File: config.mk
export PLATFORM = sky130hd
export DESIGN_NAME = iwae_ctrl
export DESIGN_NICKNAME = d
export VERILOG_FILES = /design/src/hdl/iwae_pkg.sv /design/src/hdl/iwae_ctrl.sv
export SDC_FILE = /design/constraint.sdc
export NUM_CORES = 1
export LEC_CHECK = 0
export BUFFER_PORTS_ARGS = -buffer_cell sky130_fd_sc_hd__buf_2
export CORE_MARGIN = 1.5
export CORE_UTILIZATION = 44
export DETAILED_ROUTE_END_ITERATION = 10
export MAX_ROUTING_LAYER = met4
export PLACE_DENSITY_LB_ADDON = 0.12
export SLEW_MARGIN = 0
export SYNTH_ARGS = -nofsm -noshare
export SYNTH_HDL_FRONTEND = slang
export SYNTH_SLANG_ARGS = --single-unit
File: constraint.sdc
create_clock -name clk -period 1.3 [get_ports clk]
set_clock_uncertainty 0.05 [all_clocks]
set_input_delay 0.195 -clock clk [delete_from_list [all_inputs] [get_ports clk]]
set_output_delay 0.195 -clock clk [all_outputs]
set_load 0.02 [all_outputs]
File: src/hdl/iwae_pkg.sv
// shared types and constants for the indexed word array engine
`timescale 1ns / 1ps
package iwae_pkg;

	localparam int CAP    = 64;
	localparam int ADDR_W = $clog2(CAP);
	localparam int LEN_W  = $clog2(CAP + 1);

	typedef enum logic [3:0] {
		ACT_APPEND   = 4'd0,
		ACT_ADD      = 4'd1,
		ACT_SET      = 4'd2,
		ACT_INSERT   = 4'd3,
		ACT_REMOVE   = 4'd4,
		ACT_REMALL   = 4'd5,
		ACT_TRUNCATE = 4'd6,
		ACT_NTH      = 4'd7,
		ACT_MAX      = 4'd8,
		ACT_FIND     = 4'd9,
		ACT_BSEARCH  = 4'd10,
		ACT_UNIQ     = 4'd11,
		ACT_SIZE     = 4'd12,
		ACT_CLEAR    = 4'd13
	} action_t;

	typedef enum logic [1:0] {
		ST_OK   = 2'd0,
		ST_FULL = 2'd1,
		ST_BAD  = 2'd2
	} status_t;

	typedef enum logic [3:0] {
		S_IDLE,
		S_DISP,
		S_FILL,
		S_RD,
		S_EV,
		S_BSRD,
		S_BSEV,
		S_WRV,
		S_FIN
	} state_t;

	typedef enum logic [3:0] {
		CMD_NONE,
		CMD_LOAD,
		CMD_DISP,
		CMD_FILL,
		CMD_READ,
		CMD_EVAL,
		CMD_BSEVAL,
		CMD_WRITE,
		CMD_FINISH
	} cmd_t;

	typedef struct packed {
		cmd_t op;
	} dp_cmd_t;

	typedef struct packed {
		action_t act;
		logic    bad;
		logic    fill_need;
		logic    shift;
		logic    loop_empty;
		logic    last;
		logic    post_write;
		logic    slot_free;
	} dp_stat_t;

endpackage

File: src/hdl/iwae_ctrl.sv
// controller state machine sequencing each action
`timescale 1ns / 1ps
module iwae_ctrl (
	input  logic               clk,
	input  logic               arst_n,
	input  logic               in_valid,
	output logic               in_ready,
	input  iwae_pkg::dp_stat_t stat,
	output iwae_pkg::dp_cmd_t  cmd
);
	import iwae_pkg::*;

	state_t st_q, st_d;

	always_ff @(posedge clk or negedge arst_n) begin
		if (!arst_n) begin
			st_q <= S_IDLE;
		end else begin
			st_q <= st_d;
		end
	end

	always_comb begin
		st_d = st_q;
		unique case (st_q)
			S_IDLE: begin
				if (in_valid) st_d = S_DISP;
			end
			S_DISP: begin
				if (stat.bad) begin
					st_d = S_FIN;
				end else begin
					case (stat.act)
						ACT_APPEND: st_d = S_WRV;
						ACT_ADD: st_d = stat.loop_empty ? S_WRV : S_RD;
						ACT_SET: st_d = stat.fill_need ? S_FILL : S_WRV;
						ACT_INSERT: begin
							if (stat.fill_need) st_d = S_FILL;
							else if (stat.shift) st_d = S_RD;
							else st_d = S_WRV;
						end
						ACT_TRUNCATE: st_d = stat.fill_need ? S_FILL : S_FIN;
						ACT_REMOVE, ACT_NTH, ACT_REMALL, ACT_MAX, ACT_FIND, ACT_UNIQ:
							st_d = stat.loop_empty ? S_FIN : S_RD;
						ACT_BSEARCH: st_d = stat.loop_empty ? S_FIN : S_BSRD;
						default: st_d = S_FIN;
					endcase
				end
			end
			S_FILL: begin
				if (stat.last) st_d = (stat.act == ACT_TRUNCATE) ? S_FIN : S_WRV;
			end
			S_RD: st_d = S_EV;
			S_EV: begin
				if (stat.last) st_d = stat.post_write ? S_WRV : S_FIN;
				else st_d = S_RD;
			end
			S_BSRD: st_d = S_BSEV;
			S_BSEV: st_d = stat.last ? S_FIN : S_BSRD;
			S_WRV: st_d = S_FIN;
			S_FIN: begin
				if (stat.slot_free) st_d = S_IDLE;
			end
			default: st_d = S_IDLE;
		endcase
	end

	always_comb begin
		in_ready = 1'b0;
		cmd.op   = CMD_NONE;
		unique case (st_q)
			S_IDLE: begin
				in_ready = 1'b1;
				if (in_valid) cmd.op = CMD_LOAD;
			end
			S_DISP: cmd.op = CMD_DISP;
			S_FILL: cmd.op = CMD_FILL;
			S_RD:   cmd.op = CMD_READ;
			S_EV:   cmd.op = CMD_EVAL;
			S_BSRD: cmd.op = CMD_READ;
			S_BSEV: cmd.op = CMD_BSEVAL;
			S_WRV:  cmd.op = CMD_WRITE;
			S_FIN: begin
				if (stat.slot_free) cmd.op = CMD_FINISH;
			end
			default: cmd.op = CMD_NONE;
		endcase
	end

	a_load_disp: assert property (@(posedge clk) disable iff (!arst_n)
		(st_q == S_IDLE && in_valid) |=> (st_q == S_DISP))
		else $error("accepted beat not dispatched");
	a_rd_ev: assert property (@(posedge clk) disable iff (!arst_n)
		(st_q == S_RD) |=> (st_q == S_EV))
		else $error("read not followed by evaluate");
	a_ready_idle: assert property (@(posedge clk) disable iff (!arst_n)
		in_ready |-> (st_q == S_IDLE))
		else $error("ready outside idle");

endmodule

Word-level counts from Yosys, hierarchy flattened
Cells that the tools add are included.

Memories kept: 0. Logic and storage cells: 49. Bits in writable memories: 0. Input port bits: 14. Bits in latches: 0. Register bits after elaboration: 4. Output and inout port bits: 5. Memory bits (read-only): 0.

Reduce and logical (&&, ||, !) cells: 5. $mul: 0. Eq/ne operators: 22. Bitwise gates (word level): 0. Shift-type cells: 0. Order comparisons: 0. Mux-type cells: 21. Add/sub/neg operators: 0. Divide/modulo/power cells: 0.

Operators by type and width (count): 4-bit two-way mux (12); 4-bit one-hot mux with 9 select lines (1); 4-bit by 3-bit equality test with 1-bit output, second input constant (8); 4-bit one-hot mux with 8 select lines (1); 4-bit one-hot mux with 7 select lines (1); 4-bit equality test, second input constant (5); 4-bit by 2-bit equality test with 1-bit output, second input constant (4); 3-bit two-way mux (4); 4-bit by 1-bit equality test with 1-bit output, second input constant (2); 4-bit logical NOT (2); 2-bit != test, second input constant (3); 6-bit OR reduction (1); 3-bit AND reduction (1); 1-bit two-way mux (2); 2-bit OR reduction (1).

Depth between registers and ports, before layout
Gate-level depths: netlist of the first run.

Depth in word-level cells: 5. Mapped depth: 6. Mapped depth without buffers: 4.

Worst setup path before layout of the first run
Ideal clock, no wire load.

Kind: register -> output. Start: register st_q[1]. End: output port cmd[3] (netlist name). Slack: -0.319 ns. Buffers on the path: 2. Data required time: 1.055 ns. Arrival: 1.374 ns. Stages on the path, launching flop included: 4. Cell sequence: dfrtp_1 -> buf_6 -> buf_2 -> nor4_1.

RTL lines: start: declaration (RTL line iwae_ctrl.sv:13) `state_t st_q, st_d;`; start signal: assignment (RTL line iwae_ctrl.sv:19) `st_q <= st_d;`; end: declaration (RTL line iwae_ctrl.sv:9) `output iwae_pkg::dp_cmd_t cmd`.

Worst setup path in the final report of the first run
Start: register st_q[2]. End: output port in_ready.

Word-level cells in the longest chain between the ends: 2.

RTL lines: 4-bit logical NOT (RTL line iwae_ctrl.sv:71) `unique case (st_q)`; 1-bit two-way mux (RTL line iwae_ctrl.sv:71); end: declaration (RTL line iwae_ctrl.sv:7) `output logic in_ready,`.

Every way passes these cells.

==> results.md, run 1 <==
* Vias in the first global route at 670
* WP data arrival at 1.39 ns
* Total core area at between 1000 and 1500 um^2
* Commonest non-fill, non-tap cells in the layout: buf_4, buf_2, nor2_1
* WP buf/inv at 2
* Area Overhead vs Synth at 66.8%
* Synth Flop Type: dfrtp_1
* GPL Wtd Cong at between 0.8 and 0.9
* Most common cell after layout, fill and taps aside: buf_4
* Layout fillers at between 80 and 90
* DIE AREA at 1590 um^2
* ANT nets after route at 0
* Syn avg cell area at about 7.6 um^2
* Worst-Skew Late Latency at 0.24 ns
* Cell variety after synth at 38
* Critical-path cell list: buf_4 > nor4_4 > buf_4
* VDD IR max at roughly 0.0010 V
* CTS max path bufs at 2
* Fin. max-slew vios at 0
* CTS buffer count at 3
* RSZ-0062 raised after global routing: true
* Slew margin rel. at 78.7%
* Vias per cell at 5.98
* Sink Count at 4
* Critical path class: register to output port
* First-pass GRT wire length at ~3000 um
* Violated checks: negative setup slack
* Setup TNS at -2.28 ns
* Max reg flops at 4
* Fin crit period at 1.63 ns
* CP startpoint kind: register
* DR vias at approximately 800
* Final net count at 133
* Post-synth EDFFs at 0
* Netlist Area Pre-Place at 599 um^2
* Share of cells above drive strength 1 at 51.3%
* Hold WS at between 0.2 and 0.25 ns
* DP HPWL at 1280 um
* CTS root buffer: clkbuf_4
* CP Capture Type: output port
* Row cnt at 13
* Pwr dens at approximately 2500 nW/um^2
* DR iter-0 viols at 18
* Antenna violations before repair at 0
* Flops & latches, synth at 4
* Drt drc at 0
* I/O pin cnt at 19
* IO buf count at 18
* H-tree level count at 1
* Worst path most repeated cell: buf_4
* CP peak stage delay at 0.43 ns
* Leakage power at between 0.4 and 0.5 nW
* Final setup margin at -0.330 ns
* Gr ovfl total at 0
* Die W at ~40 um
* Status: complete, but fails checks
* Most flop-heavy register: st_q
* Drt pass-1 iters at 5
* Max Clock Freq at just over 600 MHz
* Vert. Die Dim at 39.9 um
* Asr flop ratio synth at 100%
* Cell Count Post-Placement at about 120
* Final setup violation count at 9
* CP top delay family: flip-flops
* Syn_nets at 93
* Seq. cell area at between 100 and 150 um^2
* Crit-path slowest cell: dfrtp_2
* TritonCTS clock tree: yes
* Synth Instances at 79
* Top flop regs: st_q (4)
* Worst Tran Pin Value at approximately 0.32 ns
* Wire per inst at around 17 um
* Worst-path maximum fanout at 9
* GR Util All Layers at a little under a third
* Max Cap Violations at 0
* Multi-input logic area at between 500 and 600 um^2
* Pin count of the biggest net entering global routing at 11
* Final Hold Viols at 0
* # diodes at 0
* Yosys warns at 0
* Final worst path period share at 125%
* Seq/Total Area, Yosys at 16.7%
* Routed WL at 2190 um
* Worst Hold Class: input port to async pin
* Initial Util at a little under half
* Non-filler cells, final at between 100 and 150
* Reg clk slew, reported paths at ~0.040 ns
* Critical Path RT at 1.05 ns
==> per-stage QoR <==
step / worst slack, ns / power (W) / util [%] / cell area, um^2
after floorplan: -0.119 / 0.00126 / - / 642
after global placement: -0.114 / 0.00171 / 63.7 / 818
after detailed placement: -0.144 / 0.00173 / 63.7 / 818
after CTS: -0.307 / 0.00224 / 75.7 / 972
after global routing: -0.374 / 0.00258 / 77.8 / 1000
final: -0.330 / 0.00245 / 77.8 / 1000
==> Yosys cell counts (3+ instances only) <==
| cell type | instances | area share, % |
|---|---|---|
| buf_6 | 3 | 5.6 |
| dfrtp_1 | 4 | 17 |
| a211o_1 | 3 | 4.4 |
| nor2_1 | 11 | 6.9 |
| nand2_1 | 4 | 2.5 |
| a21oi_1 | 9 | 7.5 |
| buf_2 | 4 | 3.3 |
| nor4_1 | 3 | 3.1 |
| nor2b_1 | 3 | 3.1 |
==> routing by layer <==
layer	track usage, %	wire length (um)	vias to the layer above
li1	-	-	373
met1	32.8	903	369
met2	46.8	1080	39
met3	6.25	119	8
met4	27.6	87	0
met5	-	0	-
==> cell families after synthesis <==
logic type	share of synthesized area [%]
buffers and inverters	10.9
DFF	16.7
adders and majority gates	1.67
and+or+nand+nor	32.2
muxes	3.34
AOI/OAI and AO/OA	33.8
xor gates and xnor gates	1.46
==> power breakdown <==
part	switching [W]	internal, W
combinational	0.000966	0.00105
sequential	0.0000863	0.000189
clock	0.0000586	0.000104
==> cell type report <==
cell class,instances,area share [%]
Inverter,2,0.751
Timing Repair Buffer,43,33.5
Sequential cell,4,10.4
Clock buffer,3,2.25
Tap cell,15,1.88
Multi-Input combinational cell,65,51.2
==> path summary, 6_finish.rpt <==
path / from / to / slack [ns] / cells past startpoint
max: st_q[2]$_DFFE_PN0P_ / in_ready / -0.33 / 3
min: arst_n / st_q[3]$_DFFE_PN0P_ / 0.22 / 2
max reg2reg: st_q[0]$_DFFE_PN0P_ / st_q[3]$_DFFE_PN0P_ / -0.26 / 6
min reg2reg: st_q[0]$_DFFE_PN0P_ / st_q[2]$_DFFE_PN0P_ / 0.73 / 4
max in group asynchronous: arst_n / st_q[1]$_DFFE_PN0P_ / 0.84 / 2
min in group clk: stat[8] / st_q[0]$_DFFE_PN0P_ / 0.28 / 3
==> what timing repair did <==
item	CTS	global route
gates resized for setup	16	7
buffers inserted	9	0
hold buffers	1	0
endpoints found under the setup margin	9	9
pin swaps	9	6
endpoints found under the hold margin	4	0
(Power assumes the default switching activity.)
==> run 2, diff against run 1 <==
- CORE_UTILIZATION: 44 -> 25
- clock period: 1.3 -> 1.5 ns (I/O delays scaled with it)
==> results.md, run 2 (synthesized netlist as in run 1, its figures left out) <==
* Worst r2r src: st_q[1]$_DFFE_PN0P_ (was st_q[0]$_DFFE_PN0P_)
* CTS buffer count at 3 (unchanged)
* VDD IR max at 0.000873 V (was 0.00102 V)
* Layout fillers at 251 (was 89)
* # diodes at 0 (unchanged)
* GPL Wtd Cong at 0.798 (was 0.881)
* CTS max path bufs at 2 (unchanged)
* Pint at 0.000902 W (was 0.00134 W)
* Commonest non-fill, non-tap cells in the layout: buf_4, buf_2, nor2_1 (unchanged)
* Worst reg2reg path depth at 6 (unchanged)
* First-pass GRT wire length at 2790 um (was 2980 um)
* Total core area at 2230 um^2 (was 1280 um^2)
* Seq. cell area at 101 um^2 (was 104 um^2)
* Antenna violations before repair at 0 (unchanged)
* Max Cap Violations at 0 (unchanged)
* Critical Path RT at 1.22 ns (was 1.05 ns)
* Top flop regs: st_q (4) (unchanged)
* Vert. Die Dim at 52.0 um (was 39.9 um)
* Pin count of the biggest net entering global routing at 12 (was 11)
* Crit path to: cmd[0] (was in_ready)
* Leakage power at 0.367 nW (was 0.440 nW)
* DP HPWL at 1290 um (was 1280 um)
* Worst Hold Class: input port to async pin (unchanged)
* I/O pin cnt at 19 (unchanged)
* Reg clk slew, reported paths at 0.04 ns (about the same)
* CP Capture Type: output port (unchanged)
* Vias per cell at 5.28 (was 5.98)
* Final worst path period share at 108%
* Reg2reg end: st_q[1]$_DFFE_PN0P_ (was st_q[3]$_DFFE_PN0P_)
* Final setup violation count at 6 (was 9)
* Critical path class: register to output port (unchanged)
* CP startpoint kind: register (unchanged)
* Max Clock Freq at about 620 MHz
* Fin crit period at 1.62 ns
* H-tree level count at 1 (unchanged)
* Sink Count at 4 (unchanged)
* Final net count at 121 (was 133)
* Max reg flops at 4 (unchanged)
* Hold WS at 0.277 ns (was 0.224 ns)
* Combinational share of power at 79.1% (was 82.1%)
* Drt drc at 0 (unchanged)
* Final setup margin at -0.121 ns (was -0.330 ns)
* Wire per inst at 13.3 um (was 16.6 um)
* WP data arrival at 1.35 ns (was 1.39 ns)
* Final Hold Viols at 0 (unchanged)
* Non-filler cells, final at 133 (was 132)
* Area Overhead vs Synth at 44.9% (was 66.8%)
* Die W at 52.0 um (was 39.9 um)
* Crit. Startpoint: st_q[1]$_DFFE_PN0P_ (was st_q[2]$_DFFE_PN0P_)
* Gr ovfl total at 0 (unchanged)
* Total power at 0.00170 W (was 0.00245 W)
* Initial Util at 26.8% (was 46.6%)
* Status: complete, but fails checks (unchanged)
* Switching share of total power at 46.9% (was 45.3%)
* GR Util All Layers at 14.1% (was 30.6%)
* Cell Count Post-Placement at 123 (was 119)
* Routed WL at 1770 um (was 2190 um)
* Violated checks: negative setup slack (unchanged)
* DR iter-0 viols at 8 (was 18)
* Pwr dens at 1960 nW/um^2 (was 2450 nW/um^2)
* Worst-Skew Late Latency at 0.23 ns (was 0.24 ns)
* Flop pwr share at 13.3% (was 11.3%)
* Row cnt at 17 (was 13)
* Clock share of power at 7.6% (was 6.6%)
* RSZ-0062 raised after global routing: true (unchanged)
* Net Sw Power at 0.000798 W (was 0.00111 W)
* IO buf count at 18 (unchanged)
* DIE AREA at 2700 um^2 (was 1590 um^2)
* CTS root buffer: clkbuf_4 (unchanged)
* Worst Tran Pin Value at 0.325 ns (was 0.316 ns)
* Multi-input logic area at 498 um^2 (was 512 um^2)
* Most flop-heavy register: st_q (unchanged)
* Worst-path maximum fanout at 4 (was 9)
* Most common cell after layout, fill and taps aside: buf_4 (unchanged)
* DR vias at 702 (was 789)
* R2r setup slk at -0.02 ns (was -0.26 ns)
* Vias in the first global route at 610 (was 670)
* Slew margin rel. at 78.1% (was 78.7%)
* ANT nets after route at 0 (unchanged)
* Fin. max-slew vios at 0 (unchanged)
* Drt pass-1 iters at 4 (was 5)
* TritonCTS clock tree: yes (unchanged)
* Share of cells above drive strength 1 at 42.9% (was 51.3%)
run 2: repair_timing:
| action | 4_1_cts | 5_1_grt |
|---|---|---|
| pin swaps | 2 | 4 |
| resized for setup | 9 | 7 |
| endpoints found under the hold margin | 4 | 0 |
| endpoints found under the setup margin | 4 | 8 |
| hold buffers | 1 | 0 |
| setup buffers | 5 | 1 |
run 2: final cells by class:
type / instances / area share (%)
multi-input cells: 65 / 57.3
repair buffers: 31 / 23.5
flip-flops and latches: 4 / 11.7
well taps: 28 / 4.03
clock buffers: 3 / 2.59
inverters: 2 / 0.865
run 2: worst min path at each step:
stage	end	depth (start not counted)
6_report	st_q[1]$_DFFE_PN0P_	2
5_1_grt	st_q[1]$_DFFE_PN0P_	2
4_1_cts	st_q[1]$_DFFE_PN0P_	2
3_5_place_dp	st_q[1]$_DFFE_PN0P_	1
3_3_place_gp	st_q[3]$_DFFE_PN0P_	1
2_1_floorplan	st_q[0]$_DFFE_PN0P_	0
run 2: through the flow:
stage          utilization [%]  setup slack (ns)  setup TNS, ns  instance area (um^2)
2_1_floorplan                -            -0.149         -0.394                   599
3_3_place_gp              31.9            0.0228              0                   712
3_5_place_dp              31.9            0.0572              0                   712
4_1_cts                   36.7            -0.132         -0.368                   820
5_1_grt                   38.9            -0.170         -0.844                   868
6_report                  38.9            -0.121         -0.295                   868
run 2: metal layers:
metal / track usage (%) / vias up / routed length (um)
met5: - / - / 0
met4: 5.26 / 0 / 12
met3: 2.01 / 2 / 93
met2: 22.8 / 23 / 861
met1: 17.7 / 330 / 800
li1: - / 347 / -
run 2: critical path: stages, from the launching register on:
cell and delay, ns:
dfrtp_1 0.42, nor2b_4 0.16, a2111oi_4 0.34, buf_4 0.19
run 2: power groups by stage:
stage | clock network [W] | logic [W] | registers [W]
after floorplan | 0 | 0.000790 | 0.000185
after global placement | 0 | 0.000996 | 0.000224
after detailed placement | 0 | 0.000992 | 0.000225
after CTS | 0.000137 | 0.00120 | 0.000222
after global routing | 0.000143 | 0.00145 | 0.000236
final | 0.000129 | 0.00134 | 0.000226
